File: src/sar_pkg.sv
// Shared types, constants and helper functions for the swept box refit block.
// Used by every module of the block but sar_ram; depends on nothing.
package sar_pkg;

  // Vertex store geometry
  localparam int MAX_VERTICES = 1024;
  localparam int ADDR_W       = $clog2(MAX_VERTICES);
  localparam int IDX_W        = 10;
  localparam int COORD_W      = 32;
  localparam int PAD_W        = 31;
  localparam int POS_W        = 3 * COORD_W;

  // Request commands
  typedef enum logic [1:0] {
    CMD_WR_PREV = 2'd0,
    CMD_WR_CUR  = 2'd1,
    CMD_REFIT   = 2'd2,
    CMD_BEGIN   = 2'd3
  } cmd_t;

  // Primitive kinds; any other code is a triangle
  localparam logic [1:0] PRIM_POINT = 2'd0;
  localparam logic [1:0] PRIM_EDGE  = 2'd1;

  // Result box kinds
  localparam logic BOX_PRIM   = 1'b0;
  localparam logic BOX_OBJECT = 1'b1;

  localparam logic signed [COORD_W-1:0] COORD_MIN = {1'b1, {(COORD_W-1){1'b0}}};
  localparam logic signed [COORD_W-1:0] COORD_MAX = {1'b0, {(COORD_W-1){1'b1}}};

  typedef logic signed [COORD_W-1:0] coord_t;

  typedef struct packed {
    coord_t x;
    coord_t y;
    coord_t z;
  } vec_t;

  typedef struct packed {
    cmd_t             cmd;
    logic [IDX_W-1:0] vertex_index;
    logic [IDX_W-1:0] second_index;
    logic [IDX_W-1:0] third_index;
    logic [1:0]       prim_kind;
    coord_t           coord_x;
    coord_t           coord_y;
    coord_t           coord_z;
    logic             last_primitive;
  } req_t;

  typedef struct packed {
    logic   box_kind;
    coord_t min_x;
    coord_t min_y;
    coord_t min_z;
    coord_t max_x;
    coord_t max_y;
    coord_t max_z;
    logic   run_end;
  } rsp_t;

  // Tag that travels alongside a store read
  typedef struct packed {
    logic valid;
    logic seed;
    logic first;
    logic last;
    logic zero;
    logic last_prim;
  } rd_tag_t;

  // Finished unpadded box, or seed position, handed to the merge stage
  typedef struct packed {
    logic valid;
    logic seed;
    logic last_prim;
    vec_t lo;
    vec_t hi;
  } sweep_t;

  function automatic logic [ADDR_W-1:0] to_addr(input logic [IDX_W-1:0] i);
    logic [31:0] w;
    w = 32'(i);
    return w[ADDR_W-1:0];
  endfunction

  function automatic logic in_range(input logic [IDX_W-1:0] i);
    return 32'(i) < 32'(MAX_VERTICES);
  endfunction

  function automatic vec_t vec_min(input vec_t a, input vec_t b);
    vec_t r;
    r.x = (a.x < b.x) ? a.x : b.x;
    r.y = (a.y < b.y) ? a.y : b.y;
    r.z = (a.z < b.z) ? a.z : b.z;
    return r;
  endfunction

  function automatic vec_t vec_max(input vec_t a, input vec_t b);
    vec_t r;
    r.x = (a.x > b.x) ? a.x : b.x;
    r.y = (a.y > b.y) ? a.y : b.y;
    r.z = (a.z > b.z) ? a.z : b.z;
    return r;
  endfunction

  // Clamp a 33-bit two's complement sum back into coordinate range
  function automatic coord_t clamp33(input logic [COORD_W:0] s);
    if (s[COORD_W] && !s[COORD_W-1]) begin
      return COORD_MIN;
    end else if (!s[COORD_W] && s[COORD_W-1]) begin
      return COORD_MAX;
    end
    return s[COORD_W-1:0];
  endfunction

  function automatic coord_t sub_sat(input coord_t v, input logic [PAD_W-1:0] p);
    logic [COORD_W:0] s;
    s = {v[COORD_W-1], v} - {2'b00, p};
    return clamp33(s);
  endfunction

  function automatic coord_t add_sat(input coord_t v, input logic [PAD_W-1:0] p);
    logic [COORD_W:0] s;
    s = {v[COORD_W-1], v} + {2'b00, p};
    return clamp33(s);
  endfunction

  function automatic vec_t vec_sub_sat(input vec_t v, input logic [PAD_W-1:0] p);
    vec_t r;
    r.x = sub_sat(v.x, p);
    r.y = sub_sat(v.y, p);
    r.z = sub_sat(v.z, p);
    return r;
  endfunction

  function automatic vec_t vec_add_sat(input vec_t v, input logic [PAD_W-1:0] p);
    vec_t r;
    r.x = add_sat(v.x, p);
    r.y = add_sat(v.y, p);
    r.z = add_sat(v.z, p);
    return r;
  endfunction

  function automatic rsp_t make_rsp(input logic kind, input vec_t lo, input vec_t hi,
                                    input logic run_end);
    rsp_t r;
    r.box_kind = kind;
    r.min_x    = lo.x;
    r.min_y    = lo.y;
    r.min_z    = lo.z;
    r.max_x    = hi.x;
    r.max_y    = hi.y;
    r.max_z    = hi.z;
    r.run_end  = run_end;
    return r;
  endfunction

endpackage

File: src/sar_merge.sv
// Merge stage: pads the primitive box, keeps the object box and queues the
// results in a two-deep output register. Depends on sar_pkg.
module sar_merge (
  input  logic                         clk,
  input  logic                         rst,
  input  sar_pkg::sweep_t              sw,
  input  logic [sar_pkg::PAD_W-1:0]    pad,
  output logic                         adv,
  output logic                         out_valid,
  input  logic                         out_stall,
  output sar_pkg::rsp_t                out_data
);
  import sar_pkg::*;

  vec_t obj_lo;
  vec_t obj_hi;
  vec_t plo;
  vec_t phi;
  vec_t mlo;
  vec_t mhi;
  logic sec_valid;
  rsp_t sec_q;
  logic out_free;
  logic fire;
  logic prim_fire;
  logic out_take;

  // Pad with saturation, then merge into the object box
  assign plo = vec_sub_sat(sw.lo, pad);
  assign phi = vec_add_sat(sw.hi, pad);
  assign mlo = vec_min(obj_lo, plo);
  assign mhi = vec_max(obj_hi, phi);

  // The output slot is free when empty or drained with nothing queued behind
  assign out_take  = out_valid && !out_stall;
  assign out_free  = !out_valid || (out_take && !sec_valid);
  assign fire      = sw.valid && (sw.seed || out_free);
  assign prim_fire = fire && !sw.seed;
  assign adv       = !sw.valid || fire;

  // Output and queue occupancy, object box
  always_ff @(posedge clk) begin
    if (rst) begin
      out_valid <= 1'b0;
      sec_valid <= 1'b0;
      obj_lo    <= '0;
      obj_hi    <= '0;
    end else begin
      if (prim_fire) begin
        out_valid <= 1'b1;
        sec_valid <= sw.last_prim;
        obj_lo    <= mlo;
        obj_hi    <= mhi;
      end else if (out_take) begin
        out_valid <= sec_valid;
        sec_valid <= 1'b0;
      end
      if (fire && sw.seed) begin
        obj_lo <= sw.lo;
        obj_hi <= sw.hi;
      end
    end
  end

  // Result payloads
  always_ff @(posedge clk) begin
    if (prim_fire) begin
      out_data <= make_rsp(BOX_PRIM, plo, phi, !sw.last_prim);
      sec_q    <= make_rsp(BOX_OBJECT, mlo, mhi, 1'b1);
    end else if (out_take) begin
      out_data <= sec_q;
    end
  end

endmodule

File: config.mk
export PLATFORM = sky130hd
export DESIGN_NAME = sar_merge
export DESIGN_NICKNAME = d
export VERILOG_FILES = /design/src/sar_pkg.sv /design/src/sar_merge.sv
export SDC_FILE = /design/constraint.sdc
export NUM_CORES = 2
export LEC_CHECK = 0
export BUFFER_PORTS_ARGS = -buffer_cell sky130_fd_sc_hd__buf_4
export CORE_MARGIN = 10
export CORE_UTILIZATION = 49
export DETAILED_ROUTE_END_ITERATION = 8
export PLACE_DENSITY = 0.69
export SKIP_LAST_GASP = 1
export SYNTH_ARGS = -nofsm -noshare
export SYNTH_HDL_FRONTEND = slang
export SYNTH_SLANG_ARGS = --single-unit
File: constraint.sdc
create_clock -name clk -period 7.8 [get_ports clk]
set_input_delay 0 -clock clk [delete_from_list [all_inputs] [get_ports clk]]
set_output_delay 0 -clock clk [all_outputs]
set_load 0.1 [all_outputs]
## After elaboration in Yosys (flattened, before gate mapping)

Cells that the tools add are included.

- Reduce and logical (&&, ||, !) cells: 40
- Add/subtract/negate cells: 6
- $lt $le $gt $ge: 6
- Mux-type cells: 46

Operator list:

| cell | number |
|---|---|
| 32-bit 2-to-1 mux | 24 |
| 193-bit 2-to-1 mux | 2 |
| 96-bit 2-to-1 mux | 4 |
| 32-bit by 32-bit adder with 33-bit output | 3 |
| 32-bit by 32-bit subtractor with 33-bit output | 3 |
| 32-bit > comparator | 3 |
| 32-bit < comparator | 3 |
| 1-bit zero test | 18 |
| 1-bit logical AND | 17 |
| 1-bit 2-to-1 mux | 16 |
| 2-bit nonzero test | 2 |
| 1-bit logical OR | 3 |

- Output and inout port bits: 196
- Flip-flop bits (word level): 580
- Input bits: 229
- Logic and storage cells: 120

## Depth between registers and ports, before layout

- Depth after elaboration: 10
- Mapped depth: 31
- Mapped depth without buffers: 28

## Worst setup path after synthesis

OpenSTA, ideal clock, no wires.

- Path type: flip-flop to flip-flop
- Start point: reg out_valid
- End point: reg sec_q[100] (netlist bit), enable pin
- Path buffers: 4
- Setup time: 0.631 ns
- Data required time: 7.169 ns
- Clock period less this slack: 8.189 ns
- Cell stages (with the launch flop): 10
- Arrival time: 7.559 ns
- Setup slack: -0.389 ns
- Cells stage by stage: dfxtp_1 o21ai_1 nor2_1 nor2b_1 clkbuf_1 nand2_1 clkinv_1 clkbuf_1 buf_1 buf_1

- Cells in the longest elaborated chain, start to end: 6
- Elaborated cells between the ends (all ways): 7
- Classes of those cells: reduce/logical (7)

RTL lines:

| item | line | source |
|---|---|---|
| start, declared | sar_merge.sv:9 | `output logic out_valid,` |
| start signal, assigned | sar_merge.sv:55 | `out_valid <= sec_valid;` |
| 1-bit logical AND | sar_merge.sv:35 | `assign out_take = out_valid && !out_stall;` |
| 1-bit logical AND | sar_merge.sv:36 | `assign out_free = !out_valid \|\| (out_take && !sec_valid);` |
| 1-bit logical OR * | sar_merge.sv:36 |  |
| 1-bit logical OR * | sar_merge.sv:37 | `assign fire = sw.valid && (sw.seed \|\| out_free);` |
| 1-bit logical AND * | sar_merge.sv:37 |  |
| 1-bit logical AND * | sar_merge.sv:38 | `assign prim_fire = fire && !sw.seed;` |
| via prim_fire | sar_merge.sv:25 | `logic prim_fire;` |
| end signal, assigned | sar_merge.sv:69 | `sec_q <= make_rsp(BOX_OBJECT, mlo, mhi, 1'b1);` |
| end, declared | sar_merge.sv:22 | `rsp_t sec_q;` |

The timed path passes the listed nets; every way through them passes the cells marked *.
A chain may end at the register's enable or synchronous reset.

## Worst setup path in the final report

- Start point: in sw[32] (netlist bit)
- End point: reg obj_hi[39] (netlist bit)

- Cells in the longest elaborated chain, start to end: 10
- Elaborated cells between the ends (all ways): 13
- Classes of those cells: add/sub (1); order compare (1); mux (7); reduce/logical (4)

RTL lines:

| item | line | source |
|---|---|---|
| start, declared | sar_merge.sv:6 | `input sar_pkg::sweep_t sw,` |
| 32-bit by 32-bit adder with 33-bit output * | sar_pkg.sv:126 | `s = {v[COORD_W-1], v} + {2'b00, p};` |
| 1-bit zero test | sar_pkg.sv:112 | `end else if (!s[COORD_W] && s[COORD_W-1]) begin` |
| 1-bit logical AND | sar_pkg.sv:112 |  |
| 1-bit 2-to-1 mux | sar_pkg.sv:112 |  |
| 1-bit 2-to-1 mux | sar_pkg.sv:110 | `if (s[COORD_W] && !s[COORD_W-1]) begin` |
| 32-bit 2-to-1 mux * | sar_pkg.sv:115 | `return s[COORD_W-1:0];` |
| 32-bit > comparator | sar_pkg.sv:103 | `r.y = (a.y > b.y) ? a.y : b.y;` |
| 32-bit 2-to-1 mux * | sar_pkg.sv:103 |  |
| 96-bit 2-to-1 mux * | sar_merge.sv:49 | `if (prim_fire) begin` |
| 96-bit 2-to-1 mux * | sar_merge.sv:58 | `if (fire && sw.seed) begin` |
| end signal, assigned | sar_merge.sv:53 | `obj_hi <= mhi;` |
| end signal, assigned | sar_merge.sv:60 | `obj_hi <= sw.hi;` |
| end, declared | sar_merge.sv:16 | `vec_t obj_hi;` |

Mark *: on every way between the ends. The rest lies on a longest branch, timed or not. The select of a mux whose other input is x is not followed.

==> flow_summary.toml <==
[grt]
grt_pass1_vias = 35600
grt_max_degree = 195
grt_pass1_wl_um = 219000
gr-total-overflow = 0
grtUsageTotal_pct = 30.1
antenna_found_initial = 14

[critical_path]
cp_common_cell = "ha_1"
reg2reg_from = "sec_valid$_SDFFE_PP0P_"
cp.arrival_ns = 8.01
critPathCaptureType = "register"
crit_buf_inv = 6
cp_top_family = "compound AO/OA/AOI/OAI gates"
crit_slowest_cell = "and2_1"
critPathKind = "in2reg"
critPathRequiredTime_ns = 8.35
cp-start-kind = "primary input"
critPathMaxFanout = 25
cpPeakStageDelay_ns = 0.74
cp-startpoint = "sw[32]"

[timing]
maxSlewHeadroom_pct = 30.9
fmax_mhz = 134
setup_viol = 0
finClkSkew_ns = 0.0242
final.setup.tns_ns = 0
report.final.hold_viol_count = 0
worstMarginPinSlew_ns = 1.04
rsz0062_at_grt = "no"
maxSlewViolCount = 0
finalCritPeriodShare_pct = 95.6
layout_setup_ws_ns = 0.345
period_needed_ns = 7.46

[placement]
io_buffers = 424
finalWeightedCongestion = 0.972
dp_hpwl_um = 109000
place_ws_ns = 0.533

[hold_path]
hold_start = "pad[12]"
hold_class = "in2reg"

[route]
routedWlPerCell_um = 24.2
first_iter_violations = 3617
route.detailed.drc = 0
first_pass_iters = 7
drt-total-wl_um = 147000
antenna_left = 0
vias = 37300
vias_per_cell = 6.12

[run_status]
status = "completed"

[clock_network]
clkTransAtPathRegs_ns = 0.06
post_cts_buffers = 0
clk_path_buf_depth = 3
clkLatencyLatePin_ns = 0.62
htreeDepth = 3
cts_tree = "built"
cts_buffers = 67
cts_num_sinks = 580
cts_root_buf = "clkbuf_16"

[floorplanning]
io-pin-count = 425
die_h_um = 307
row_count = 105
start_util_pct = 49.2
core_area_um2 = 81800
dieArea_um2 = 94100
die_w_um = 307

[synth]
synth_nets = 5058
yosys_warnings = 0
yosysTopAreaCellShare_pct = 28.7
ys.flop_type = "edfxtp_1"
ys_types = 109
synthCells = 4439
synth_edf_count = 385
netlist_area_um2 = 40300
ys_top_cells_by_area = "edfxtp_1, ha_1, dfxtp_1"
yosysSeqAreaShare_pct = 38.4
synth_top_area_cell = "edfxtp_1"
synth_common_cells = "a21oi_1, nor2_1, nand2_1, edfxtp_1, ha_1"
yosys_register_bits = 580
synth_most_common_cell = "a21oi_1"
syn_avg_cell_area_um2 = 9.08
synthArstFlopShare_pct = 0

[final_layout]
drive_gt1_share_pct = 15.9
fin_util_pct = 59.6
nNetsFinal = 5585
area_delta_synth_final_pct = 21.0

[power_and_ir_drop]
p_leak_nw = 20.7
powerDensity_nw_per_um2 = 282
power.total_mw = 13.8
vdd_ir_drop_max_mv = 0.205

[flow_run]
max_cap_viol_count = 0
## power breakdown
group	total, mW	internal (mW)	switching (mW)
Combinational	6.28	2.14	4.13
Clock	3.11	1.75	1.37
Sequential	4.37	4.11	0.263
Total	13.8	8.00	5.76
## cell usage in the layout, fill, tap and decap left out, drive strengths merged, types with 56 or more instances in the layout
cell type | synthesis | layout
edfxtp | 385 | 385
o21ai | 308 | 308
nor3 | 56 | 56
nor2 | 480 | 480
ha | 384 | 384
buf | 60 | 492
nand2 | 394 | 394
dfxtp | 195 | 195
clkbuf | 184 | 89
a21o | 129 | 129
mux2i | 59 | 59
xnor2 | 93 | 93
a21oi | 510 | 510
inv | 187 | 194
nand4 | 61 | 61
nand3 | 78 | 78
dlygate4sd3 | 0 | 210
mux2 | 80 | 80
a2111oi | 64 | 64
a211oi | 80 | 80
## worst min-delay path: stages
cell	delay, ns
buf_4	0.15
ha_1	0.20
xnor2_1	0.14
nand2_1	0.09
a221oi_1	0.07
## registers in the layout (all words and copies together) (netlist names)
name and flops:
out_data 194, sec_q 192, obj_hi 96, out_valid 1
obj_lo 96, sec_valid 1
## area by class of cell
cell class / instances / area, µm²
well taps: 1070 / 1340
clock inverters: 34 / 262
inverters: 188 / 713
repair buffers: 702 / 5860
multi-input cells: 3427 / 23200
flip-flops and latches: 580 / 15500
fillers: 7128 / 33100
clock buffers: 89 / 1870
diodes: 9 / 22.5
## cell families after synthesis
family | count (synthesis) | synth area share (%)
compound gates | 1483 | 23.9
flops | 580 | 38.4
fa+ha+maj | 390 | 12.2
mux | 139 | 3.70
simple gates | 1269 | 14.3
xor+xnor | 146 | 3.19
buf+inv | 432 | 4.29
## what timing repair did
action,4_1_cts,5_1_grt
gates resized for setup,0,1
hold buffers,210,0
endpoints found under the setup margin,0,2
endpoints found under the hold margin,198,0
## per-stage QoR
stage          hold WS (ns)  cell area (µm²)  instances
3_3_place_gp          0.282            44500       5757
6_report             0.0908            48800       6099
5_1_grt              0.0934            48700       6093
2_1_floorplan         0.154            40300       4439
4_1_cts              0.0410            48700       6090
3_5_place_dp          0.301            44500       5757
## worst paths after layout
path | end | slack [ns] | depth (start not counted)
setup / recovery | obj_hi[39]$_SDFFE_PP0P_ | 0.34 | 25
hold / removal | obj_hi[44]$_SDFFE_PP0P_ | 0.09 | 5
setup reg to reg | obj_hi[31]$_SDFFE_PP0P_ | 3.48 | 9
hold reg to reg | out_data[193]$_SDFFE_PP0P_ | 0.48 | 2
## per-layer routing
metal  part of all wire [%]  vias to the layer above  global-route usage, %
li1                       -                    17600                      -
met4                    5.1                       10                   14.9
met5                  0.041                        -                      0
met2                     45                     1693                   47.6
met1                     41                    17700                   39.3
met3                    8.7                      308                   5.60
No activity file was read; power rests on OpenSTA's default activity.
