==> src/sar_pkg.sv <==
// Shared types, constants and helper functions for the swept box refit block.
// Used by every module of the block but sar_ram; depends on nothing.
package sar_pkg;

  // Vertex store geometry
  localparam int MAX_VERTICES = 1024;
  localparam int ADDR_W       = $clog2(MAX_VERTICES);
  localparam int IDX_W        = 10;
  localparam int COORD_W      = 32;
  localparam int PAD_W        = 31;
  localparam int POS_W        = 3 * COORD_W;

  // Request commands
  typedef enum logic [1:0] {
    CMD_WR_PREV = 2'd0,
    CMD_WR_CUR  = 2'd1,
    CMD_REFIT   = 2'd2,
    CMD_BEGIN   = 2'd3
  } cmd_t;

  // Primitive kinds; any other code is a triangle
  localparam logic [1:0] PRIM_POINT = 2'd0;
  localparam logic [1:0] PRIM_EDGE  = 2'd1;

  // Result box kinds
  localparam logic BOX_PRIM   = 1'b0;
  localparam logic BOX_OBJECT = 1'b1;

  localparam logic signed [COORD_W-1:0] COORD_MIN = {1'b1, {(COORD_W-1){1'b0}}};
  localparam logic signed [COORD_W-1:0] COORD_MAX = {1'b0, {(COORD_W-1){1'b1}}};

  typedef logic signed [COORD_W-1:0] coord_t;

  typedef struct packed {
    coord_t x;
    coord_t y;
    coord_t z;
  } vec_t;

  typedef struct packed {
    cmd_t             cmd;
    logic [IDX_W-1:0] vertex_index;
    logic [IDX_W-1:0] second_index;
    logic [IDX_W-1:0] third_index;
    logic [1:0]       prim_kind;
    coord_t           coord_x;
    coord_t           coord_y;
    coord_t           coord_z;
    logic             last_primitive;
  } req_t;

  typedef struct packed {
    logic   box_kind;
    coord_t min_x;
    coord_t min_y;
    coord_t min_z;
    coord_t max_x;
    coord_t max_y;
    coord_t max_z;
    logic   run_end;
  } rsp_t;

  // Tag that travels alongside a store read
  typedef struct packed {
    logic valid;
    logic seed;
    logic first;
    logic last;
    logic zero;
    logic last_prim;
  } rd_tag_t;

  // Finished unpadded box, or seed position, handed to the merge stage
  typedef struct packed {
    logic valid;
    logic seed;
    logic last_prim;
    vec_t lo;
    vec_t hi;
  } sweep_t;

  function automatic logic [ADDR_W-1:0] to_addr(input logic [IDX_W-1:0] i);
    logic [31:0] w;
    w = 32'(i);
    return w[ADDR_W-1:0];
  endfunction

  function automatic logic in_range(input logic [IDX_W-1:0] i);
    return 32'(i) < 32'(MAX_VERTICES);
  endfunction

  function automatic vec_t vec_min(input vec_t a, input vec_t b);
    vec_t r;
    r.x = (a.x < b.x) ? a.x : b.x;
    r.y = (a.y < b.y) ? a.y : b.y;
    r.z = (a.z < b.z) ? a.z : b.z;
    return r;
  endfunction

  function automatic vec_t vec_max(input vec_t a, input vec_t b);
    vec_t r;
    r.x = (a.x > b.x) ? a.x : b.x;
    r.y = (a.y > b.y) ? a.y : b.y;
    r.z = (a.z > b.z) ? a.z : b.z;
    return r;
  endfunction

  // Clamp a 33-bit two's complement sum back into coordinate range
  function automatic coord_t clamp33(input logic [COORD_W:0] s);
    if (s[COORD_W] && !s[COORD_W-1]) begin
      return COORD_MIN;
    end else if (!s[COORD_W] && s[COORD_W-1]) begin
      return COORD_MAX;
    end
    return s[COORD_W-1:0];
  endfunction

  function automatic coord_t sub_sat(input coord_t v, input logic [PAD_W-1:0] p);
    logic [COORD_W:0] s;
    s = {v[COORD_W-1], v} - {2'b00, p};
    return clamp33(s);
  endfunction

  function automatic coord_t add_sat(input coord_t v, input logic [PAD_W-1:0] p);
    logic [COORD_W:0] s;
    s = {v[COORD_W-1], v} + {2'b00, p};
    return clamp33(s);
  endfunction

  function automatic vec_t vec_sub_sat(input vec_t v, input logic [PAD_W-1:0] p);
    vec_t r;
    r.x = sub_sat(v.x, p);
    r.y = sub_sat(v.y, p);
    r.z = sub_sat(v.z, p);
    return r;
  endfunction

  function automatic vec_t vec_add_sat(input vec_t v, input logic [PAD_W-1:0] p);
    vec_t r;
    r.x = add_sat(v.x, p);
    r.y = add_sat(v.y, p);
    r.z = add_sat(v.z, p);
    return r;
  endfunction

  function automatic rsp_t make_rsp(input logic kind, input vec_t lo, input vec_t hi,
                                    input logic run_end);
    rsp_t r;
    r.box_kind = kind;
    r.min_x    = lo.x;
    r.min_y    = lo.y;
    r.min_z    = lo.z;
    r.max_x    = hi.x;
    r.max_y    = hi.y;
    r.max_z    = hi.z;
    r.run_end  = run_end;
    return r;
  endfunction

endpackage

==> src/sar_issue.sv <==
// Issue stage: holds one request and drives the vertex store ports, one
// vertex a cycle while the merge stage does not hold the pipeline. Depends on sar_pkg.
module sar_issue (
  input  logic                          clk,
  input  logic                          rst,
  input  logic                          in_valid,
  output logic                          in_stall,
  input  sar_pkg::req_t                 in_data,
  input  logic                          adv,
  output logic                          prev_we,
  output logic                          cur_we,
  output logic [sar_pkg::ADDR_W-1:0]    waddr,
  output sar_pkg::vec_t                 wdata,
  output logic                          re,
  output logic [sar_pkg::ADDR_W-1:0]    raddr,
  output sar_pkg::rd_tag_t              tag
);
  import sar_pkg::*;

  logic                 iss_valid;
  req_t                 iss;
  logic [1:0]           step;
  logic [1:0]           last_step;
  logic                 iss_final;
  logic                 accept;
  logic                 fire;
  logic [IDX_W-1:0]     sel_idx;
  rd_tag_t              tag_next;

  // Index of the last vertex step for the held request
  always_comb begin
    last_step = 2'd0;
    if (iss.cmd == CMD_REFIT) begin
      unique case (iss.prim_kind)
        PRIM_POINT: last_step = 2'd0;
        PRIM_EDGE:  last_step = 2'd1;
        default:    last_step = 2'd2;
      endcase
    end
  end

  assign iss_final = (step == last_step);
  assign in_stall  = !adv || (iss_valid && !iss_final);
  assign accept    = in_valid && !in_stall;
  assign fire      = iss_valid && adv;

  // Advance the step counter, or take the next request
  always_ff @(posedge clk) begin
    if (rst) begin
      iss_valid <= 1'b0;
      step      <= 2'd0;
    end else if (adv) begin
      if (accept) begin
        iss_valid <= 1'b1;
        step      <= 2'd0;
      end else if (iss_valid && !iss_final) begin
        step <= step + 2'd1;
      end else begin
        iss_valid <= 1'b0;
      end
    end
  end

  always_ff @(posedge clk) begin
    if (accept) begin
      iss <= in_data;
    end
  end

  // Pick the vertex of this step; the seed reads vertex 0
  always_comb begin
    if (iss.cmd == CMD_BEGIN) begin
      sel_idx = '0;
    end else begin
      unique case (step)
        2'd1:    sel_idx = iss.second_index;
        2'd2:    sel_idx = iss.third_index;
        default: sel_idx = iss.vertex_index;
      endcase
    end
  end

  // Store ports
  assign prev_we = fire && (iss.cmd == CMD_WR_PREV) && in_range(iss.vertex_index);
  assign cur_we  = fire && (iss.cmd == CMD_WR_CUR) && in_range(iss.vertex_index);
  assign waddr   = to_addr(iss.vertex_index);
  assign wdata   = '{x: iss.coord_x, y: iss.coord_y, z: iss.coord_z};
  assign re      = fire && ((iss.cmd == CMD_REFIT) || (iss.cmd == CMD_BEGIN));
  assign raddr   = to_addr(sel_idx);

  // Tag that lines up with the registered read data
  always_comb begin
    tag_next.valid     = re;
    tag_next.seed      = (iss.cmd == CMD_BEGIN);
    tag_next.first     = (step == 2'd0);
    tag_next.last      = iss_final;
    tag_next.zero      = !in_range(sel_idx);
    tag_next.last_prim = iss.last_primitive;
  end

  always_ff @(posedge clk) begin
    if (rst) begin
      tag <= '0;
    end else if (adv) begin
      tag <= tag_next;
    end
  end

endmodule

==> config.mk <==
export PLATFORM = sky130hd
export DESIGN_NAME = sar_issue
export DESIGN_NICKNAME = d
export VERILOG_FILES = /design/src/sar_pkg.sv /design/src/sar_issue.sv
export SDC_FILE = /design/constraint.sdc
export NUM_CORES = 1
export LEC_CHECK = 0
export BUFFER_PORTS_ARGS = -buffer_cell sky130_fd_sc_hd__buf_4
export CAP_MARGIN = 20
export CORE_UTILIZATION = 23
export CTS_CLUSTER_SIZE = 12
export DETAILED_ROUTE_END_ITERATION = 10
export PLACE_DENSITY_LB_ADDON = 0.1
export SLEW_MARGIN = 20
export SYNTH_ARGS = -nofsm -noshare
export SYNTH_HDL_FRONTEND = slang
export SYNTH_SLANG_ARGS = --single-unit
==> constraint.sdc <==
create_clock -name clk -period 8.3 [get_ports clk]
set_input_delay 0.415 -clock clk [delete_from_list [all_inputs] [get_ports clk]]
set_output_delay 0.415 -clock clk [all_outputs]
set_load 0.05 [all_outputs]
# Word-level counts from Yosys, hierarchy flattened
# Index checks and enable logic that the tools add are counted.
[totals]
input_bits = 135
word_cells = 50
out_inout_bits = 126
register_bits = 139
[classes]
reduce_logical = 17
n_eq_ne = 8
n_mux = 8
add_sub_neg = 1
[ops]
columns = ["op", "n"]
rows = [
  ["10-bit case mux with 2 select lines", 1],
  ["10-bit 2-to-1 mux", 1],
  ["2-bit by 1-bit == test with 1-bit output, second input constant", 3],
  ["2-bit == test, second input constant", 3],
  ["1-bit logical AND", 6],
  ["2-bit zero test", 3],
  ["2-bit 2-to-1 mux", 3],
  ["2-bit case mux with 2 select lines", 1],
  ["2-bit AND reduction", 2],
  ["1-bit zero test", 3],
  ["2-bit by 1-bit adder with 2-bit output, second input constant", 1],
  ["2-bit == test", 1],
  ["1-bit logical OR", 2],
  ["1-bit 2-to-1 mux", 2],
  ["2-bit inequality test, second input constant", 1],
  ["2-bit nonzero test", 1],
]

# Depth between registers and ports, before layout
[logic_depth]
depth_word = 11
mapped_depth = 6

# Worst setup path before layout
# OpenSTA, ideal clock, no wires.
[synth_path]
path_kind = "reg-to-reg"
from = "register iss[98] (netlist bit)"
to = "register iss[0] (netlist bit), enable pin"
t_arrival_ns = 7.422
path_slack_ns = 0.213
path_stages_with_launch = 5
path_buffers = 0
t_required_ns = 7.635
synth_period_minus_slack_ns = 8.087
path_cell_list = "edfxtp_1 > or2_0 > a211o_1 > and2_4 > a21oi_1"
[synth_between]
elab_chain_cells = 9
word_cells_on_any_way = 10
[synth_lines]
columns = ["element", "line_no", "rtl"]
rows = [
  ["start: declaration", "sar_issue.sv:21", "req_t iss;"],
  ["start signal: assignment", "sar_issue.sv:66", "iss <= in_data;"],
  ["2-bit by 1-bit == test with 1-bit output / 2-bit zero test (equally long branches)", "sar_issue.sv:34", "unique case (iss.prim_kind)"],
  ["2-bit case mux with 2 select lines *", "sar_issue.sv:34", ""],
  ["2-bit 2-to-1 mux *", "sar_issue.sv:33", "if (iss.cmd == CMD_REFIT) begin"],
  ["2-bit == test *", "sar_issue.sv:42", "assign iss_final = (step == last_step);"],
  ["1-bit zero test *", "sar_issue.sv:43", "assign in_stall = !adv || (iss_valid && !iss_final);"],
  ["1-bit logical AND *", "sar_issue.sv:43", ""],
  ["1-bit logical OR *", "sar_issue.sv:43", ""],
  ["1-bit zero test *", "sar_issue.sv:44", "assign accept = in_valid && !in_stall;"],
  ["1-bit logical AND *", "sar_issue.sv:44", ""],
  ["via accept", "sar_issue.sv:25", "logic accept;"],
]
# The timed path passes the listed nets; every way through them passes the cells marked *.
# A chain may end at the register's enable or synchronous reset.

# Worst setup path in the final report
[layout_path]
from = "register step[0]"
to = "output port raddr[7] (netlist bit)"
[layout_between]
elab_chain_cells = 3
word_cells_on_any_way = 4
[layout_lines]
columns = ["element", "line_no", "rtl"]
rows = [
  ["start: declaration", "sar_issue.sv:22", "logic [1:0] step;"],
  ["start signal: assignment", "sar_issue.sv:57", "step <= step + 2'd1;"],
  ["2-bit == test / 2-bit by 1-bit == test with 1-bit output (equally long branches)", "sar_issue.sv:75", "unique case (step)"],
  ["10-bit case mux with 2 select lines *", "sar_issue.sv:75", ""],
  ["10-bit 2-to-1 mux *", "sar_issue.sv:72", "if (iss.cmd == CMD_BEGIN) begin"],
  ["end: declaration", "sar_issue.sv:15", "output logic [sar_pkg::ADDR_W-1:0] raddr,"],
]
# Mark *: on every way between the ends. The rest lies on a longest branch, timed or not.

==> results.cfg <==
[synth]
ys.flop_type = edfxtp_1
synth-warning-count = 0
syn_area_um2 = 5400
synth_edf_count = 131
syn_inst = 328
ys_seq_elements = 139
synth_cell_types = 33
async_reset_ff_share_pct = 0
syn-num-nets = 466
ys_seq_area_share_pct = 75.8
syn_avg_cell_area_um2 = 16.5

[setup_path]
critPathRequiredTime_ps = 7890
rr_worst_depth = 5
crit_type = register to primary output
critPathArrivalTime_ps = 2690
crit_cells = 6
crit_chain = inv_1, ha_1, inv_1, a221oi_1, nor3_1, buf_4
max_stage_delay_ps = 650
critPathSlowestCell = ha_1
end_kind = primary output
cp_max_fo = 11
rr_endpoint = wdata[65]
reg2reg_from = iss[98]
crit_family = buffers and inverters
r2r_slack_ps = 5890
worst-path-buf-inv = 3
cpMostUsedCell = inv_1
critPathLaunchType = register

[clocking]
insertion_delay_ps = 420
cts-buffers-inserted = 17
clkTransAtPathRegs_ps = 70
cts_root_buf = clkbuf_16
htree_levels = 4
clock-sinks = 139
cts_setup_buffers = 0
cts_resized = 0
holdBufCountCts = 0
cts_buffer_depth = 2
cts_tree = yes

[die]
coreArea_um2 = 22800
die_height_um = 155
num_rows = 55
initial_core_util_pct = 23.7
ios = 261
die_w_um = 155
dieArea_um2 = 24100

[power_and_ir_drop]
p_seq_share_pct = 45.5
swShare_pct = 25.8
p_int_w = 0.00133
static-leakage-power_nw = 3.03
power_density_nw_per_um2 = 238
combPwrFrac_pct = 11.8
p_sw_w = 0.000462
power_frac_clock_pct = 42.7
ir_worst_vdd_mv = 0.111

[sta]
fin_crit_ps = 3110
fin_skew_ps = 13.8
holdWs_ps = 169
slew_headroom_pct = 39.3
slew_viol_final = 0
tightestPinTransition_ps = 910
hold_violations = 0
fin_crit_sh_pct = 37.4
rsz0062_at_grt = false
fmax_mhz = 322
timing.setup.tns_ps = 0
setup_viol = 0
setup_slack_ps = 5190

[drt]
post-route-drc-count = 0
vias = 3033
drt_iter0_markers = 119
via_per_inst = 3.71
wl_um = 13100
wl_per_cell_um = 16.0
dr.pass1.iters = 4
postRouteAntennaNets = 0

[global_routing]
antenna_found_initial = 0
overflow = 0
grt_usage_pct = 11.0
grt_pass1_vias = 3380
grt_start_max_net_pins = 67
grt_pass1_wl_um = 19200

[min_path]
hp-start = in_data[76]
holdPathStages = 1
min_path_type = primary input to register
min_to = wdata[75]

[finish]
drive_above_1_share_pct = 58.8
nNetsFinal = 631
area_growth_pct = 39.2
multi_input_area_um2 = 472
antennaDiodeCount = 0
seq_area_um2 = 4090
fillers = 2301

[placed_design]
io_buffers = 259
hpwl_um = 9370
place_congestion = 0.709
dpl_worst_slack_ps = 5570

[run_status]
status = complete, no violations

[job]
max_cap_violations = 0
==> placed cells by master, fill, tap and decap left out, drive strengths merged <==
cell and count:
clkinv 5, nand2 4, a31oi 1, nor3b 1
and2 2, dfxtp 8, buf 261, a211o 2
or2 1, conb 1, a21o 1, edfxtp 131
nand3b 1, nor2 16, nand4 1, and4bb 1
nor3 11, and3b 1, a221oi 10, o41ai 1
a311oi 1, bufinv 2, nor2b 1, ha 3
clkinvlp 2, inv 9, and3 1, a21oi 3
mux2i 3, o21ai 1, a41o 1, a211oi 1
clkbuf 17
==> how the worst max path moves through the flow <==
stage	from	end
CTS	step[0]	raddr[7]
floorplan	iss[98]	iss[0]
detailed placement	step[0]	raddr[7]
finish	step[0]	raddr[7]
global route	step[0]	raddr[7]
global placement	step[0]	raddr[7]
==> logic make-up after synthesis <==
kind of cell / after synthesis / share of synthesized area [%]
buffers and inverters: 119 / 15.7
AO/OA/AOI/OAI: 22 / 3.38
multiplexers: 3 / 0.556
flip-flops: 139 / 75.8
adder cells (fa/ha/maj): 3 / 0.695
AND/OR/NAND/NOR: 41 / 3.82
other: 1 / 0.0694
==> registers in the layout (all words and copies together) (netlist names) <==
register   count
wdata         96
iss           25
waddr         10
tag            5
step           2
iss_valid      1
==> area by class of cell <==
cell class	instances	share of cell area [%]
inverters	4	0.200
flip-flops and latches	139	54.4
multi-input cells	70	6.27
repair buffers	261	26.1
clock inverters	14	2.18
clock buffers	17	5.66
well taps	313	5.21
==> cells in the mapped netlist, drive strengths merged (3+ instances only) <==
library cell	number	area share [%]
dfxtp	8	3.0
inv	4	0.28
a221oi	10	1.6
clkbuf	5	0.35
buf	110	15
ha	3	0.69
nor3	11	1.0
mux2i	3	0.56
a21oi	3	0.28
nor2	16	1.1
edfxtp	131	73
nand2	4	0.28
==> layer usage <==
metal / GRT usage [%] / share of wire (%) / vias to the layer above
li1: - / - / 1420
met1: 11.7 / 38 / 1434
met2: 18.2 / 49 / 165
met3: 5.96 / 11 / 14
met4: 4.62 / 1.4 / 0
met5: 0 / 0 / -
==> worst reg2reg max path, cell delays in order, from the launching register on <==
cell and delay (ps):
edfxtp_1 380, or2_0 230, a211o_1 340, and2_4 200
a21oi_4 140, buf_4 710
==> power by group through the flow <==
stage | Combinational (W) | Sequential (W) | Clock [W]
2_1_floorplan | 0.000141 | 0.000837 | 0
3_3_place_gp | 0.000213 | 0.000829 | 0
3_5_place_dp | 0.000215 | 0.000830 | 0
4_1_cts | 0.000215 | 0.000815 | 0.000798
5_1_grt | 0.000222 | 0.000817 | 0.000824
6_report | 0.000212 | 0.000814 | 0.000766
==> per-stage QoR <==
stage | instances | cell area [µm²] | utilization [%] | total power [W]
floorplan | 328 | 5400 | - | 0.000977
global placement | 787 | 6930 | 30.3 | 0.00104
detailed placement | 787 | 6930 | 30.3 | 0.00104
CTS | 818 | 7520 | 32.9 | 0.00183
global route | 818 | 7520 | 32.9 | 0.00186
finish | 818 | 7520 | 32.9 | 0.00179
Note: power is estimated with default switching activity, not from simulation.
