<file path="config.mk">
export PLATFORM = sky130hd
export DESIGN_NAME = sar_accum
export DESIGN_NICKNAME = d
export VERILOG_FILES = /design/src/sar_pkg.sv /design/src/sar_accum.sv
export SDC_FILE = /design/constraint.sdc
export NUM_CORES = 1
export LEC_CHECK = 0
export BUFFER_PORTS_ARGS = -buffer_cell sky130_fd_sc_hd__clkbuf_2
export CAP_MARGIN = 30
export CORE_MARGIN = 2
export CORE_UTILIZATION = 52
export DETAILED_ROUTE_END_ITERATION = 8
export PLACE_DENSITY = 0.73
export SYNTH_ARGS = -nofsm -noshare
export SYNTH_HDL_FRONTEND = slang
export SYNTH_SLANG_ARGS = --single-unit
export TNS_END_PERCENT = 5
</file>
<file path="constraint.sdc">
create_clock -name clk -period 20.8 [get_ports clk]
set_input_delay 1.04 -clock clk [delete_from_list [all_inputs] [get_ports clk]]
set_output_delay 1.04 -clock clk [all_outputs]
set_load 0.03 [all_outputs]
</file>
<file path="src/sar_pkg.sv">
// Shared types, constants and helper functions for the swept box refit block.
// Used by every module of the block but sar_ram; depends on nothing.
package sar_pkg;

  // Vertex store geometry
  localparam int MAX_VERTICES = 1024;
  localparam int ADDR_W       = $clog2(MAX_VERTICES);
  localparam int IDX_W        = 10;
  localparam int COORD_W      = 32;
  localparam int PAD_W        = 31;
  localparam int POS_W        = 3 * COORD_W;

  // Request commands
  typedef enum logic [1:0] {
    CMD_WR_PREV = 2'd0,
    CMD_WR_CUR  = 2'd1,
    CMD_REFIT   = 2'd2,
    CMD_BEGIN   = 2'd3
  } cmd_t;

  // Primitive kinds; any other code is a triangle
  localparam logic [1:0] PRIM_POINT = 2'd0;
  localparam logic [1:0] PRIM_EDGE  = 2'd1;

  // Result box kinds
  localparam logic BOX_PRIM   = 1'b0;
  localparam logic BOX_OBJECT = 1'b1;

  localparam logic signed [COORD_W-1:0] COORD_MIN = {1'b1, {(COORD_W-1){1'b0}}};
  localparam logic signed [COORD_W-1:0] COORD_MAX = {1'b0, {(COORD_W-1){1'b1}}};

  typedef logic signed [COORD_W-1:0] coord_t;

  typedef struct packed {
    coord_t x;
    coord_t y;
    coord_t z;
  } vec_t;

  typedef struct packed {
    cmd_t             cmd;
    logic [IDX_W-1:0] vertex_index;
    logic [IDX_W-1:0] second_index;
    logic [IDX_W-1:0] third_index;
    logic [1:0]       prim_kind;
    coord_t           coord_x;
    coord_t           coord_y;
    coord_t           coord_z;
    logic             last_primitive;
  } req_t;

  typedef struct packed {
    logic   box_kind;
    coord_t min_x;
    coord_t min_y;
    coord_t min_z;
    coord_t max_x;
    coord_t max_y;
    coord_t max_z;
    logic   run_end;
  } rsp_t;

  // Tag that travels alongside a store read
  typedef struct packed {
    logic valid;
    logic seed;
    logic first;
    logic last;
    logic zero;
    logic last_prim;
  } rd_tag_t;

  // Finished unpadded box, or seed position, handed to the merge stage
  typedef struct packed {
    logic valid;
    logic seed;
    logic last_prim;
    vec_t lo;
    vec_t hi;
  } sweep_t;

  function automatic logic [ADDR_W-1:0] to_addr(input logic [IDX_W-1:0] i);
    logic [31:0] w;
    w = 32'(i);
    return w[ADDR_W-1:0];
  endfunction

  function automatic logic in_range(input logic [IDX_W-1:0] i);
    return 32'(i) < 32'(MAX_VERTICES);
  endfunction

  function automatic vec_t vec_min(input vec_t a, input vec_t b);
    vec_t r;
    r.x = (a.x < b.x) ? a.x : b.x;
    r.y = (a.y < b.y) ? a.y : b.y;
    r.z = (a.z < b.z) ? a.z : b.z;
    return r;
  endfunction

  function automatic vec_t vec_max(input vec_t a, input vec_t b);
    vec_t r;
    r.x = (a.x > b.x) ? a.x : b.x;
    r.y = (a.y > b.y) ? a.y : b.y;
    r.z = (a.z > b.z) ? a.z : b.z;
    return r;
  endfunction

  // Clamp a 33-bit two's complement sum back into coordinate range
  function automatic coord_t clamp33(input logic [COORD_W:0] s);
    if (s[COORD_W] && !s[COORD_W-1]) begin
      return COORD_MIN;
    end else if (!s[COORD_W] && s[COORD_W-1]) begin
      return COORD_MAX;
    end
    return s[COORD_W-1:0];
  endfunction

  function automatic coord_t sub_sat(input coord_t v, input logic [PAD_W-1:0] p);
    logic [COORD_W:0] s;
    s = {v[COORD_W-1], v} - {2'b00, p};
    return clamp33(s);
  endfunction

  function automatic coord_t add_sat(input coord_t v, input logic [PAD_W-1:0] p);
    logic [COORD_W:0] s;
    s = {v[COORD_W-1], v} + {2'b00, p};
    return clamp33(s);
  endfunction

  function automatic vec_t vec_sub_sat(input vec_t v, input logic [PAD_W-1:0] p);
    vec_t r;
    r.x = sub_sat(v.x, p);
    r.y = sub_sat(v.y, p);
    r.z = sub_sat(v.z, p);
    return r;
  endfunction

  function automatic vec_t vec_add_sat(input vec_t v, input logic [PAD_W-1:0] p);
    vec_t r;
    r.x = add_sat(v.x, p);
    r.y = add_sat(v.y, p);
    r.z = add_sat(v.z, p);
    return r;
  endfunction

  function automatic rsp_t make_rsp(input logic kind, input vec_t lo, input vec_t hi,
                                    input logic run_end);
    rsp_t r;
    r.box_kind = kind;
    r.min_x    = lo.x;
    r.min_y    = lo.y;
    r.min_z    = lo.z;
    r.max_x    = hi.x;
    r.max_y    = hi.y;
    r.max_z    = hi.z;
    r.run_end  = run_end;
    return r;
  endfunction

endpackage

</file>
<file path="src/sar_accum.sv">
// Sweep accumulator: folds the previous and current positions of each
// vertex read into a running min/max box. Depends on sar_pkg.
module sar_accum (
  input  logic              clk,
  input  logic              rst,
  input  logic              adv,
  input  sar_pkg::rd_tag_t  tag,
  input  sar_pkg::vec_t     prev_q,
  input  sar_pkg::vec_t     cur_q,
  output sar_pkg::sweep_t   sw
);
  import sar_pkg::*;

  vec_t acc_lo;
  vec_t acc_hi;
  vec_t p;
  vec_t c;
  vec_t pair_lo;
  vec_t pair_hi;
  vec_t lo_next;
  vec_t hi_next;

  // Drop the read data for an index beyond the store
  assign p = tag.zero ? '0 : prev_q;
  assign c = tag.zero ? '0 : cur_q;

  // Widen by both time steps, restart on the first vertex
  always_comb begin
    pair_lo = vec_min(p, c);
    pair_hi = vec_max(p, c);
    if (tag.first) begin
      lo_next = pair_lo;
      hi_next = pair_hi;
    end else begin
      lo_next = vec_min(pair_lo, acc_lo);
      hi_next = vec_max(pair_hi, acc_hi);
    end
  end

  always_ff @(posedge clk) begin
    if (adv && tag.valid) begin
      acc_lo <= lo_next;
      acc_hi <= hi_next;
    end
  end

  // Hand the finished box, or the seed position, to the merge stage
  always_ff @(posedge clk) begin
    if (rst) begin
      sw.valid <= 1'b0;
    end else if (adv) begin
      sw.valid <= tag.valid && (tag.seed || tag.last);
    end
  end

  always_ff @(posedge clk) begin
    if (adv) begin
      sw.seed      <= tag.seed;
      sw.last_prim <= tag.last_prim;
      sw.lo        <= tag.seed ? c : lo_next;
      sw.hi        <= tag.seed ? c : hi_next;
    end
  end

endmodule

</file>
Word-level counts from Yosys, hierarchy flattened
Index checks and enable logic that the tools add are counted.
{"block": "op_classes", "shift": 0, "muxes": 18, "n_mul": 0, "n_bitwise": 0, "n_eq_ne": 0, "addsub": 0, "n_div": 0, "n_reduce_logical": 3, "n_lt_le_gt_ge": 12}
{"cell": "$mux 96", "count": 6}
{"cell": "$mux 32", "count": 12}
{"cell": "$gt 32x32->1", "count": 6}
{"cell": "$lt 32x32->1", "count": 6}
{"cell": "$logic_and 1x1->1", "count": 2}
{"cell": "$logic_or 1x1->1", "count": 1}
{"block": "word_totals", "n_memories": 0, "mem_bits_ro": 0, "in_bits": 201, "reg_bits": 387, "word_cells": 48, "latch_bits": 0, "ram_bits": 0}

Depth between registers and ports, before layout
Gate-level depths: netlist of run 1.
{"block": "logic_depth", "ltp_word": 7, "ltp_mapped": 31, "mapped_depth_nobuf": 23}

Worst setup path before layout of run 1
No wires, ideal clock.
{"block": "synth_path", "kind": "in2reg", "startpoint": "in tag[1] (netlist name)", "endpoint": "reg acc_hi[10] (netlist name) (data pin)", "path_buffers": 6, "required_time_ns": 20.540, "slack_ns": 13.579, "t_arrival_ns": 6.961, "stages": 29, "cell_sequence": "clkbuf_1 > clkbuf_1 > clkbuf_1 > nor2b_1 > inv_1 > ha_1 > a21o_1 > a221o_1 > a221oi_1 > o221ai_1 > nand2_1 > nand3_1 > nand2_1 > clkbuf_1 > clkbuf_1 > nand2_1 > o21ai_0 > ha_1 > a21o_1 > a21o_1 > a21o_1 > a21o_1 > a211oi_1 > o22ai_1 > a211o_1 > or4_1 > nand3_2 > buf_2 > mux2_2"}
{"item": "from (decl)", "line_no": "sar_accum.sv:7", "source": "input sar_pkg::rd_tag_t tag,"}
{"item": "to (signal assigned)", "line_no": "sar_accum.sv:43", "source": "acc_hi <= hi_next;"}
{"item": "to (decl)", "line_no": "sar_accum.sv:15", "source": "vec_t acc_hi;"}

==> summary.md, run 1 <==
| Metric | Value |
|---|---|
| Outcome | `completed` |
| Maximum VDD drop | `0.0655 mV` |
| Final worst path period share | `41.7%` |
| Antenna Nets Post-Route | `0` |
| Starting Density | `52.7%` |
| Final-report hold violation count | `0` |
| Reg power frac | `36.5%` |
| Yosys top cell by area | `edfxtp_1` |
| Number of post-CTS setup repair buffers | `0` |
| RSZ-0062 raised after global routing | `no` |
| DRT Pass-1 Iters | `6` |
| Critical Path Source Type | `input pin` |
| WP data required | `between 20000 and 25000 ps` |
| Synth Register Bits | `387` |
| Pins over their slew limit | `0` |
| Most numerous cell in the Yosys netlist | `edfxtp_1` |
| TritonCTS buffer count | `47` |
| WL/cell | `between 20 and 25 um` |
| Setup CP Type | `in2reg` |
| Yosys top cell area share | `39.8%` |
| # hold bufs at CTS | `0` |
| Largest net degree at the start of global routing | `101` |
| 1st-iter DRT viols | `2509` |
| Die H | `241 um` |
| Final hold slack | `approximately 490 ps` |
| Syn nets | `3567` |
| Die area | `57900 um2` |
| Synth Cell Area | `29100 um2` |
| Gr usage total | `29.4%` |
| Placer congestion estimate | `0.928` |
| Area grow syn2layout | `14.7%` |
| CTS tree | `built` |
| CTS H-Tree Depth | `2` |
| Initial antenna violation count | `2` |
| Seq/Total Area, Yosys | `39.9%` |
| Global-route wire length before repair | `between 100 and 150 mm` |
| Top-level I/O count | `396` |
| Gate power share | `approximately 34%` |
| Count of final setup violators | `0` |
| Rel. slew slack | `29.5%` |
| Setup_tns | `0 ps` |
| Critical path capture point type | `flop` |
| Sw Ratio | `35.5%` |
| Layout cell share with drive strength beyond 1 | `20.3%` |
| Fill cells | `4636` |
| Slew @ Worst Pin | `1060 ps` |
| Cell variety after synth | `64` |
| Core Footprint | `55200 um2` |
| Max clock buf depth | `3` |
| FFs w/ async S/R, synth | `0%` |
| Pleak | `0.0150 uW` |
| Std-Cell Rows | `86` |
| Worst skew pair latency | `590 ps` |
| FF/Latch Area | `11600 um2` |
| Worst EP arrival | `9010 ps` |
| Layout Skew | `~18 ps` |
| Clock Sinks | `387` |
| Number of synthesized flops with an enable pin | `386` |
| DRC | `0` |
| Power Dens Cells | `84.6 nW/um2` |
| Post-CTS resize count | `0` |
| Post-DP HPWL | `62.4 mm` |
| Routed wire length | `approximately 90 mm` |
| Synth Flop Type | `edfxtp_1` |
| Yosys warns | `0` |
| # port buffers | `395` |
| Commonest cells post-synth | `edfxtp_1, inv_1, ha_1` |
| Multi-input gate area | `15600 um2` |
| NetSw | `1000 uW` |
| Int Power | `1820 uW` |
| Top cells by area, synth | `edfxtp_1, ha_1, mux2_2` |
| Via density | `6.10` |
| Die extent in x | `about 240 um` |
| Vias | `25400` |
| Total congestion overflow | `0` |
| Hold WC Path Type | `reg2reg` |
| Post-Synthesis Cells | `3081` |
| Critical-path maximum fanout | `66` |
| F_max | `115 MHz` |
| Clock network fraction of total power | `29.7%` |
| MaxCap Viol Count | `0` |
| Final #Nets | `3864` |
| Minimum clock period | `between 8000 and 9000 ps` |
| Vias in the first global route | `24200` |
| Clk slew on worst S/H paths | `60 ps` |
| Syn_area_per_cell | `9.45 um2` |
| Clk root buf | `clkbuf_16` |
==> cell families after synthesis <==
group / count (synthesis) / synth area share, %
flops: 387 / 39.9
fa+ha+maj: 285 / 12.2
simple gates: 948 / 15.9
compound gates: 770 / 18.8
mux: 160 / 6.04
buf+inv: 531 / 7.14
==> final timing paths <==
kind	startpoint	to	slack, ps	cells past startpoint
max	tag[1]	acc_hi[12]	12120	26
min	sw[194]	sw[194]	490	2
max reg2reg	acc_lo[69]	sw[188]	16080	13
min reg2reg	sw[194]	sw[194]	490	2
==> sequential cells by signal (all words and copies together) (netlist names) <==
signal / cells
acc_hi: 96
sw: 195
acc_lo: 96
==> per-layer routing <==
layer  vias to the layer above  wire length, um  track usage (%)
met1                     12000            37000             41.1
met5                         -                0                0
met3                       189             8140             5.20
li1                      11900                -                -
met2                      1244            39200             45.3
met4                         0             3140             11.6
==> critical path, stage by stage <==
cell      delay (ps)
buf_4            530
buf_4            620
nand2b_1         270
inv_1             80
ha_1             320
a21o_1           170
a21o_1           170
a21oi_1          170
o22ai_1          100
o41ai_1          830
nand3_2          180
nand2_2          250
buf_4            470
o21ai_0          230
ha_1             330
a21o_1           180
a21o_1           160
a21o_1           170
a21o_1           170
a211oi_1         320
o22ai_1          140
a211o_1          290
or4_1            570
nand3_2          100
buf_4            640
mux2_2           430
==> final cells by class <==
| type | instances | share of cell area (%) |
|---|---|---|
| Clock buffer | 63 | 3.86 |
| Multi-Input combinational cell | 2163 | 46.6 |
| Antenna cell | 2 | 0.0150 |
| Timing Repair Buffer | 447 | 7.55 |
| Tap cell | 748 | 2.80 |
| Sequential cell | 387 | 34.8 |
| Clock inverter | 21 | 0.701 |
| Inverter | 332 | 3.73 |
==> metrics by stage <==
stage          instance area (um2)  setup slack [ps]  total power (uW)  util [%]  cells
3_3_place_gp                 31700             11850              1950      57.4   4069
3_5_place_dp                 31800             11690              1980      57.6   4074
5_1_grt                      33400             11660              2960      60.5   4163
2_1_floorplan                29100             13580              1710         -   3081
6_report                     33400             12120              2830      60.5   4163
4_1_cts                      33300             12310              2820      60.3   4158
==> power groups by stage <==
| stage | registers, uW | clock network [uW] | logic [uW] |
|---|---|---|---|
| after global routing | 1040 | 881 | 1040 |
| after detailed placement | 1050 | 0 | 932 |
| after floorplan | 1130 | 0 | 578 |
| final | 1030 | 840 | 954 |
| after CTS | 1030 | 852 | 939 |
| after global placement | 1040 | 0 | 905 |
==> cells in the final DEF (no fill, tap or decap), types with 7 or more instances in the layout <==
master	instances
nor4_1	8
ha_1	285
edfxtp_1	386
o21ai_0	179
a221oi_2	30
nand4_1	83
clkbuf_1	13
a211o_1	41
o311ai_1	19
a21oi_1	139
o221ai_1	34
mux2_2	124
nor3_1	71
mux2i_1	35
and4_1	7
or3_1	34
clkbuf_2	392
o21a_1	16
nor2b_1	119
o211ai_1	13
a2111oi_0	33
clkbuf_16	49
buf_4	45
a221oi_1	67
inv_1	331
o311ai_0	14
nor2_1	231
clkinv_2	7
nand2_1	250
nand2b_1	102
a21o_1	109
nand3_1	20
o22ai_1	35
Power figures use the tool's default switching activity.
==> inputs of run 2 (changes only) <==
==> constraint.sdc (replaced) <==
create_clock -name clk -period 8.6 [get_ports clk]
set_input_delay 0.43 -clock clk [delete_from_list [all_inputs] [get_ports clk]]
set_output_delay 0.43 -clock clk [all_outputs]
set_load 0.03 [all_outputs]
==> summary.md, run 2 (synthesis gave the netlist of run 1 again) <==
| Metric | Value |
|---|---|
| Outcome | `completed` |
| Post-CTS resize count | `0 (unchanged)` |
| Max reg flops | `195 (unchanged)` |
| Antenna Nets Post-Route | `0 (unchanged)` |
| CTS tree | `built` |
| Critical path capture point type | `flop` |
| WP data required | `8980 ps (-12160 ps)` |
| Vias in the first global route | `24500 (+1.0%)` |
| Die extent in x | `241 um (unchanged)` |
| Largest net degree at the start of global routing | `129 (+28%)` |
| Initial antenna violation count | `3 (+1)` |
| Critical Path Source Type | `input pin` |
| WL/cell | `21.0 um (-0.19%)` |
| Slew @ Worst Pin | `1090 ps (+28.4 ps)` |
| Core Footprint | `55200 um2 (unchanged)` |
| # hold bufs at CTS | `1 (+1)` |
| Worst skew pair latency | `600 ps (about the same)` |
| Clk slew on worst S/H paths | `50 ps (about the same)` |
| Power Dens Cells | `202 nW/um2 (+140%)` |
| DRT Pass-1 Iters | `5 (-1)` |
| Die H | `241 um (unchanged)` |
| F_max | `124 MHz` |
| GR peak layer | `met2` |
| Routed wire length | `87.3 mm (-0.14%)` |
| Placer congestion estimate | `0.952 (+2.6%)` |
| Post-DP HPWL | `62.8 mm (+0.58%)` |
| Layout cell share with drive strength beyond 1 | `20.3% (+0.047 points)` |
| Number of post-CTS setup repair buffers | `0 (unchanged)` |
| Pleak | `0.0149 uW (-0.16%)` |
| Starting Density | `52.7% (unchanged)` |
| # port buffers | `395 (unchanged)` |
| Commonest non-fill, non-tap cell in the layout | `clkbuf_2` |
| Post-layout util | `60.3% (-0.19 points)` |
| Clock Sinks | `387 (unchanged)` |
| Die area | `57900 um2 (unchanged)` |
| Area grow syn2layout | `14.3%` |
| Vias | `25500 (+0.46%)` |
| Met1 Usage GRT | `40.9% (-0.22 points)` |
| Worst EP arrival | `8440 ps (-570 ps)` |
| Clk root buf | `clkbuf_16` |
| Post-route cell area | `33300 um2 (-0.31%)` |
| TritonCTS buffer count | `46 (-2.1%)` |
| Count of final setup violators | `0 (unchanged)` |
| Via density | `6.12 (+0.41%)` |
| Final #Nets | `3871 (+0.18%)` |
| Pins over their slew limit | `0 (unchanged)` |
| DRC | `0 (unchanged)` |
| Rel. slew slack | `26.6% (-2.8 points)` |
| Placed instance area | `31800 um2 (about the same)` |
| Setup_tns | `0 ps (unchanged)` |
| Final hold slack | `34.0 ps (-453 ps)` |
| MaxCap Viol Count | `0 (unchanged)` |
| Final worst path period share | `93.7%` |
| Top reg by flops | `sw` |
| Final-report hold violation count | `0 (unchanged)` |
| RSZ-0062 raised after global routing | `no` |
| Fill cells | `4691 (+1.2%)` |
| GR Util met3 | `5.09% (-0.11 points)` |
| Critical-path maximum fanout | `92 (+39%)` |
| CTS H-Tree Depth | `2 (unchanged)` |
| 1st-iter DRT viols | `2485 (-0.96%)` |
| Hold WC Path Type | `in2reg` |
| Setup CP Type | `in2reg` |
| Maximum VDD drop | `0.157 mV (+140%)` |
| Biggest regs | `sw: 195 flops, acc_hi: 96 flops, acc_lo: 96 flops` |
| Total congestion overflow | `0 (unchanged)` |
| Met2 GRT Util | `46.4% (+1.1 points)` |
| Minimum clock period | `8060 ps` |
| Std-Cell Rows | `86 (unchanged)` |
| Layout Skew | `26.5 ps (+8.43 ps)` |
| Max clock buf depth | `3 (unchanged)` |
| Global-route wire length before repair | `134 mm (+0.65%)` |
| Gr usage total | `29.4% (about the same)` |
| Most frequent cells in the layout | `clkbuf_2, edfxtp_1, inv_1` |
| Top-level I/O count | `396 (unchanged)` |
run 2: power breakdown:
group          leakage, uW  switching [uW]  internal [uW]
clock network     0.000697             817           1110
logic               0.0104            1480            822
registers          0.00380             105           2390
run 2: worst paths after layout:
path | start | to | slack, ps | depth (start not counted)
setup / recovery | tag[1] | sw[187] | 540 | 25
hold / removal | tag[0] | sw[192] | 30 | 1
setup reg to reg | acc_lo[69] | sw[187] | 4250 | 13
hold reg to reg | sw[194] | sw[194] | 490 | 2
run 2: final cells by class:
cell class / instances / area (um2) / area share [%]
diodes: 2 / 5.00 / 0.0150
repair buffers: 455 / 2520 / 7.58
flip-flops and latches: 387 / 11600 / 34.9
well taps: 748 / 936 / 2.81
clock inverters: 16 / 129 / 0.387
clock buffers: 62 / 1290 / 3.89
multi-input cells: 2163 / 15500 / 46.7
inverters: 332 / 1250 / 3.74
run 2: metal layers:
metal	vias up	routed length, um
met5	-	13
met4	2	2800
met3	183	7940
met2	1266	39600
met1	12100	37000
li1	11900	-
run 2: stage by stage:
step	setup WS [ps]	instances	total power, uW
global route	44.7	4165	7040
detailed placement	213	4082	4790
CTS	803	4161	6710
floorplan	1990	3081	4140
finish	542	4165	6720
global placement	355	4082	4730
run 2: worst max-delay path: stages:
cell	delay, ps
buf_4	550
buf_12	360
nand2b_1	260
inv_1	90
ha_1	310
nand4_1	180
nor4_1	130
a21boi_0	180
o41ai_1	900
nand3_2	750
buf_4	420
nand2_1	60
o21ai_0	170
ha_1	260
a21oi_1	150
nor2_1	80
a211o_1	300
a211o_1	360
a211o_1	350
a311o_1	320
o311ai_1	140
mux2_4	660
buf_4	500
nor3_1	100
a221oi_1	260
